**config.mk**
```make
export PLATFORM = sky130hd
export DESIGN_NAME = pfi_divider
export DESIGN_NICKNAME = d
export VERILOG_FILES = /design/src/pfi_pkg.sv /design/src/pfi_divider.sv
export SDC_FILE = /design/constraint.sdc
export NUM_CORES = 1
export LEC_CHECK = 0
export BUFFER_PORTS_ARGS = -buffer_cell sky130_fd_sc_hd__buf_2
export CAP_MARGIN = 10
export CORE_ASPECT_RATIO = 1.5
export CORE_UTILIZATION = 61
export DETAILED_ROUTE_END_ITERATION = 8
export PLACE_DENSITY = 0.85
export SLEW_MARGIN = 5
export SYNTH_ARGS = -nofsm -noshare
export SYNTH_HDL_FRONTEND = slang
export SYNTH_SLANG_ARGS = --single-unit
export TNS_END_PERCENT = 1
```
**constraint.sdc**
```tcl
create_clock -name clk -period 3.9 [get_ports clk]
set_input_delay 0.39 -clock clk [delete_from_list [all_inputs] [get_ports clk]]
set_output_delay 0.39 -clock clk [all_outputs]
set_load 0.02 [all_outputs]
```
**src/pfi_pkg.sv**
```systemverilog
`default_nettype none

package pfi_pkg;

	localparam int DEF_CHANNELS = 768;

	localparam int CH_W  = 10;
	localparam int LVL_W = 8;
	localparam int DUR_W = 16;
	localparam int ACC_W = 16;

	localparam logic OP_SETUP = 1'b0;
	localparam logic OP_STEP  = 1'b1;

	typedef enum logic [2:0] {
		ST_IDLE,
		ST_RD,
		ST_UPD,
		ST_DIV,
		ST_RESP
	} state_t;

	// one stored channel: 8.8 accumulator and signed 8.8 step
	typedef struct packed {
		logic [ACC_W-1:0] acc;
		logic [ACC_W-1:0] step;
	} entry_t;

	typedef struct packed {
		logic   we;
		entry_t data;
	} mem_wr_t;

endpackage

`default_nettype wire

```
**src/pfi_divider.sv**
```systemverilog
`default_nettype none

// Restoring radix-2 divider, one quotient bit per cycle.
module pfi_divider (
	input  wire logic                    clk,
	input  wire logic                    arst_n,
	input  wire logic                    start,
	input  wire logic [pfi_pkg::ACC_W-1:0] dividend,
	input  wire logic [pfi_pkg::ACC_W-1:0] divisor,
	output logic                         done,
	output logic [pfi_pkg::ACC_W-1:0]    quotient
);

	localparam int DW    = pfi_pkg::ACC_W;
	localparam int CNT_W = $clog2(DW);

	logic             busy_q;
	logic             done_q;
	logic [CNT_W-1:0] cnt_q;
	logic [DW-1:0]    dvd_q;
	logic [DW-1:0]    dsr_q;
	logic [DW-1:0]    rem_q;
	logic [DW-1:0]    quo_q;

	logic [DW:0] rem_sh;
	logic        ge;
	logic [DW:0] rem_nx;

	always_comb begin
		rem_sh = {rem_q, dvd_q[DW-1]};
		ge     = rem_sh >= {1'b0, dsr_q};
		rem_nx = ge ? (rem_sh - {1'b0, dsr_q}) : rem_sh;
	end

	always_ff @(posedge clk or negedge arst_n) begin
		if (!arst_n) begin
			busy_q <= 1'b0;
			done_q <= 1'b0;
			cnt_q  <= '0;
		end else begin
			done_q <= 1'b0;
			if (start) begin
				busy_q <= 1'b1;
				cnt_q  <= '0;
			end else if (busy_q) begin
				cnt_q <= cnt_q + 1'b1;
				if (cnt_q == CNT_W'(DW - 1)) begin
					busy_q <= 1'b0;
					done_q <= 1'b1;
				end
			end
		end
	end

	always_ff @(posedge clk) begin
		if (start) begin
			dvd_q <= dividend;
			dsr_q <= divisor;
			rem_q <= '0;
		end else if (busy_q) begin
			dvd_q <= {dvd_q[DW-2:0], 1'b0};
			rem_q <= rem_nx[DW-1:0];
			quo_q <= {quo_q[DW-2:0], ge};
		end
	end

	assign done     = done_q;
	assign quotient = quo_q;

	a_start_idle: assert property (@(posedge clk) disable iff (!arst_n)
		start |-> !busy_q) else $error("divider restarted while busy");

	a_done_ends: assert property (@(posedge clk) disable iff (!arst_n)
		done_q |-> !busy_q && $past(busy_q)) else $error("done without a finished run");

endmodule

`default_nettype wire

```
### Word level (Yosys, flattened, before mapping)

Cells that the tools add are included.

| storage, ports and cells | value |
|---|---|
| register bits | 70 |
| latch bits | 0 |
| bits in writable memories | 0 |
| ROM bits | 0 |
| input port bits | 35 |
| output and inout port bits | 17 |
| word-level logic and storage cells | 25 |
| memories kept | 0 |

| cells by class | value |
|---|---|
| $add $sub $neg | 2 |
| multipliers | 0 |
| div/mod/pow operators | 0 |
| order comparisons | 1 |
| equality and inequality tests | 1 |
| shift-type cells | 0 |
| mux-type cells | 11 |
| bitwise operators | 1 |
| reduce and logical (&&, ||, !) cells | 2 |

Operator list:

| operator | number |
|---|---|
| 16-bit 2-to-1 mux | 3 |
| 17-bit by 16-bit greater-or-equal comparator with 1-bit output | 1 |
| 16-bit subtractor | 1 |
| 4-bit 2-to-1 mux | 2 |
| 1-bit 2-to-1 mux | 6 |
| 4-bit by 1-bit adder with 4-bit output (second input constant) | 1 |
| 4-bit equality test (second input constant) | 1 |
| 2-bit AND reduction | 1 |
| 2-bit nonzero test | 1 |
| 1-bit NOT | 1 |

### Logic depth before layout (Yosys ltp)

| logic depth | value |
|---|---|
| depth in word-level cells | 4 |
| depth in mapped cells | 11 |
| gate-level depth less buffers | 10 |

### Worst setup path after synthesis

Ideal clock, no wire load.

| timing | value |
|---|---|
| path kind | reg2reg |
| start | register dsr_q[5] |
| end | register rem_q[0] |
| setup time | 0.080 ns |
| arrival | 2.032 ns |
| data required time | 3.820 ns |
| path slack | 1.788 ns |
| stages on the path, launching flop included | 11 |
| path buffers | 1 |
| clock period less this slack | 2.112 ns |
| cell sequence | edfxtp_1 -> inv_1 -> ha_1 -> o21ai_1 -> a21oi_1 -> o211ai_2 -> o211ai_2 -> a21o_1 -> buf_6 -> mux2_4 -> a211oi_2 |

| on the way | value |
|---|---|
| word-level cells in the longest chain between the ends | 2 |

RTL lines:

| element | RTL line | RTL |
|---|---|---|
| start, declared | pfi_divider.sv:21 | `logic [DW-1:0] dsr_q;` |
| start signal, assigned | pfi_divider.sv:58 | `dsr_q <= divisor;` |
| 17-bit by 16-bit greater-or-equal comparator with 1-bit output | pfi_divider.sv:31 | `ge = rem_sh >= {1'b0, dsr_q};` |
| 16-bit 2-to-1 mux | pfi_divider.sv:32 | `rem_nx = ge ? (rem_sh - {1'b0, dsr_q}) : rem_sh;` |
| end signal, assigned | pfi_divider.sv:62 | `rem_q <= rem_nx[DW-1:0];` |
| end, declared | pfi_divider.sv:22 | `logic [DW-1:0] rem_q;` |

No other way between the ends.
A chain may end at the register's enable or synchronous reset.

### Worst setup path after layout

| timing | value |
|---|---|
| start | register dsr_q[4] |
| end | register rem_q[14] |

| on the way | value |
|---|---|
| word-level cells in the longest chain between the ends | 2 |
| elaborated cells on any way between the ends | 3 |
| classes of those cells | add/sub (1); order compare (1); mux (1) |

RTL lines:

| element | RTL line |
|---|---|
| 16-bit subtractor or 17-bit by 16-bit greater-or-equal comparator with 1-bit output (tied branches) | pfi_divider.sv:32, pfi_divider.sv:31 |
| 16-bit 2-to-1 mux * | pfi_divider.sv:32 |

Mark *: on every way between the ends. The rest lies on a longest branch, timed or not.

==> results_dict.tcl <==
set metrics [dict create \
    status "finished, final reports clean" \
    drive_gt1_frac 0.274 \
    peakVddDrop_mv 0.495 \
    worstSetupPathType "flop to flop" \
    yosys.area_share.xor_xnor 0.0406 \
    ios 52 \
    cp_slowest_cell "a21o_1" \
    wire_per_inst_um 15.3 \
    cts.sinks 70 \
    synth_top_family_by_area "compound AO/OA/AOI/OAI gates" \
    rsz0062_at_grt "no" \
    via_count 2351 \
    power.leakage_uw 0.00173 \
    path_common_cell "o211ai_2" \
    endpoint_kind "flop" \
    cts.clk_slew.worst_paths_ns 0.08 \
    synth_mux_area_frac 0.0940 \
    tightest_slew_ns 0.875 \
    critical-path-max-stage-delay_ns 0.73 \
    cts_tree "done" \
    cp.required_ns 4.12 \
    io_buffer_count 51 \
    first_pass_iters 4 \
    diodes 0 \
    synth.net_count 341 \
    fin_nets 398 \
    hold_viol_final 0 \
    setup_tns_ns 0 \
    ctsHtreeMaxLevel 3 \
    avgSynthCellArea_um2 12.0 \
    grt_first_pass_wirelength_um 10500 \
    grt_start_max_net_pins 26 \
    cellPowerDensity_nw_per_um2 663 \
    holdPathStages 1 \
    start_kind "flop" \
    final_cell_mix "51 x buf_2, 48 x edfxtp_1, 23 x nand2_1" \
    rrSetupSlack_ns 1.12 \
    wirelength_um 6430 \
    fin_area_um2 4020 \
    synthFlopType "edfxtp_1" \
    viasPerCell 5.60 \
    synth-compound-area-share 0.115 \
    path_max_fanout 19 \
    synth.distinct_cells 46 \
    hold_path.class "input port to flop" \
    syn2layout_area_growth_pct 16.5 \
    antenna_found_initial 0 \
    place_congestion 0.890 \
    cp_top_family "compound AO/OA/AOI/OAI gates" \
    fin_skew_ns 0.00848 \
    core_area_um2 5450 \
    rr_startpoint "dsr_q[4]$_DFFE_PP_" \
    synth_fa_ha_area_frac 0.0675 \
    cts-root-buf "clkbuf_8" \
    finalMaxSlewViolations 0 \
    setup_viol 0 \
    syn_inst 288 \
    critPathArrivalTime_ns 3.00 \
    fmax_mhz 360 \
    async_reset_ff_frac 0.0857 \
    crit_chain "inv_1 > ha_1 > o211ai_2 > a21oi_2 > o211ai_2 > o211ai_2 > a21o_1 > nor3b_1 > o21ai_1" \
    drcViolationCount 0 \
    cts_resized 0 \
    dieArea_um2 5960 \
    synthSimpleGateAreaFrac 0.0922 \
    syn_area_um2 3450 \
    period_needed_ns 2.78 \
    start_util 0.633 \
    maxCapViolations 0 \
    path_buf_inv 1 \
    die_h_um 94.1 \
    r2r-end "rem_q[14]$_SDFFE_PP0P_" \
    synth_edf_count 48 \
    die_x_um 63.4 \
    power_uw 2660 \
    clk_path_buf_depth 2 \
    rr_worst_depth 9 \
    place_hpwl_um 4600 \
    slew_headroom 0.416 \
    grt_pass1_vias 2338 \
    ys_ff_latch 70 \
    placedInstanceArea_um2 3750 \
    core.rowCount 33 \
    hp-start "divisor[0]" \
    gr-usage-all-layers 0.236 \
    cts_buffers 9 \
    min_to "dsr_q[0]$_DFFE_PP_" \
    grt-ovfl-total 0 \
    layout_commonest_cell "buf_2" \
    ant_nets 0 \
    insertion_delay_ns 0.34 \
    synth-seq-area-share 0.554 \
    first_iter_violations 154 \
    yosysWarnings 0 \
    period_share 0.713 \
]
what timing repair did:
action	4_1_cts	5_1_grt
hold buffers	1	0
buffers inserted	0	0
endpoints found under the setup margin	0	0
endpoints found under the hold margin	6	0
power breakdown:
part           leakage, uW  internal (uW)  switching (uW)
clock network     0.000127            448             279
logic             0.000908            415             518
registers         0.000692            925            79.5
total              0.00173           1790             877
Yosys cell counts, types with 3 or more instances:
| cell | instances | share of area |
|---|---|---|
| dfxtp_1 | 16 | 0.093 |
| inv_1 | 21 | 0.023 |
| a211oi_1 | 8 | 0.017 |
| o21ai_1 | 8 | 0.012 |
| nor2_1 | 21 | 0.023 |
| mux2_2 | 15 | 0.049 |
| o211ai_2 | 4 | 0.015 |
| a21oi_1 | 11 | 0.016 |
| nand2_1 | 23 | 0.025 |
| clkbuf_1 | 3 | 0.0033 |
| dfrtp_1 | 6 | 0.044 |
| mux2i_1 | 14 | 0.041 |
| xnor2_1 | 10 | 0.025 |
| ha_1 | 17 | 0.062 |
| a21oi_2 | 3 | 0.0076 |
| edfxtp_1 | 48 | 0.42 |
| xor2_1 | 6 | 0.015 |
| nand3_1 | 4 | 0.0058 |
| o21ai_0 | 11 | 0.016 |
| a21o_1 | 3 | 0.0065 |
| nand2b_1 | 5 | 0.0091 |
| nand4_1 | 3 | 0.0054 |
state kept, by name (all words and copies together), names as in the netlist:
| name | flops |
|---|---|
| dvd_q | 16 |
| done | 1 |
| cnt_q | 4 |
| quotient | 16 |
| rem_q | 16 |
| dsr_q | 16 |
| busy_q | 1 |
through the flow:
stage	util	cells	setup WS (ns)	hold slack [ns]
floorplan	-	288	1.79	0.0944
global placement	0.689	403	1.23	0.215
detailed placement	0.689	403	1.13	0.220
CTS	0.737	420	1.12	0.211
global route	0.737	420	0.993	0.203
finish	0.737	420	1.12	0.221
worst register-to-register path: cells and delay by family (launching register included):
kind            cells  cell delay, ns
fa+ha+maj           1            0.40
flops               1            0.33
simple gates        1            0.40
compound gates      6            1.49
buf+inv             1            0.05
logic make-up after synthesis:
group	after synthesis
buffers and inverters	28
AOI/OAI and AO/OA	58
adders and majority gates	18
DFF	70
xor gates and xnor gates	16
muxes	30
and+or+nand+nor	68
worst max path at each step:
stage | start | cells after the start | end
6_report | dsr_q[4]$_DFFE_PP_ | 9 | rem_q[14]$_SDFFE_PP0P_
2_1_floorplan | dsr_q[5]$_DFFE_PP_ | 10 | rem_q[0]$_SDFFE_PP0P_
5_1_grt | dsr_q[4]$_DFFE_PP_ | 9 | rem_q[0]$_SDFFE_PP0P_
4_1_cts | dsr_q[4]$_DFFE_PP_ | 9 | rem_q[0]$_SDFFE_PP0P_
3_5_place_dp | dsr_q[5]$_DFFE_PP_ | 9 | rem_q[0]$_SDFFE_PP0P_
3_3_place_gp | dsr_q[5]$_DFFE_PP_ | 9 | rem_q[0]$_SDFFE_PP0P_
area by class of cell:
type                       count  area, um^2
timing repair buffer          53         273
multi-input combinational    190        1410
tap                           70        87.6
clock inverter                 6         116
sequential                    70        1910
clock buffer                  10         138
inverter                      21        78.8
fill                         390        1430
routing by layer:
layer | vias to the layer above | routed length [um] | global-route usage
met4 | 0 | 178 | 0.116
met1 | 1128 | 2560 | 0.263
li1 | 1156 | - | -
met3 | 15 | 189 | 0.0498
met2 | 52 | 3500 | 0.419
met5 | - | 0 | 0
Note: power is estimated with default switching activity, not from simulation.
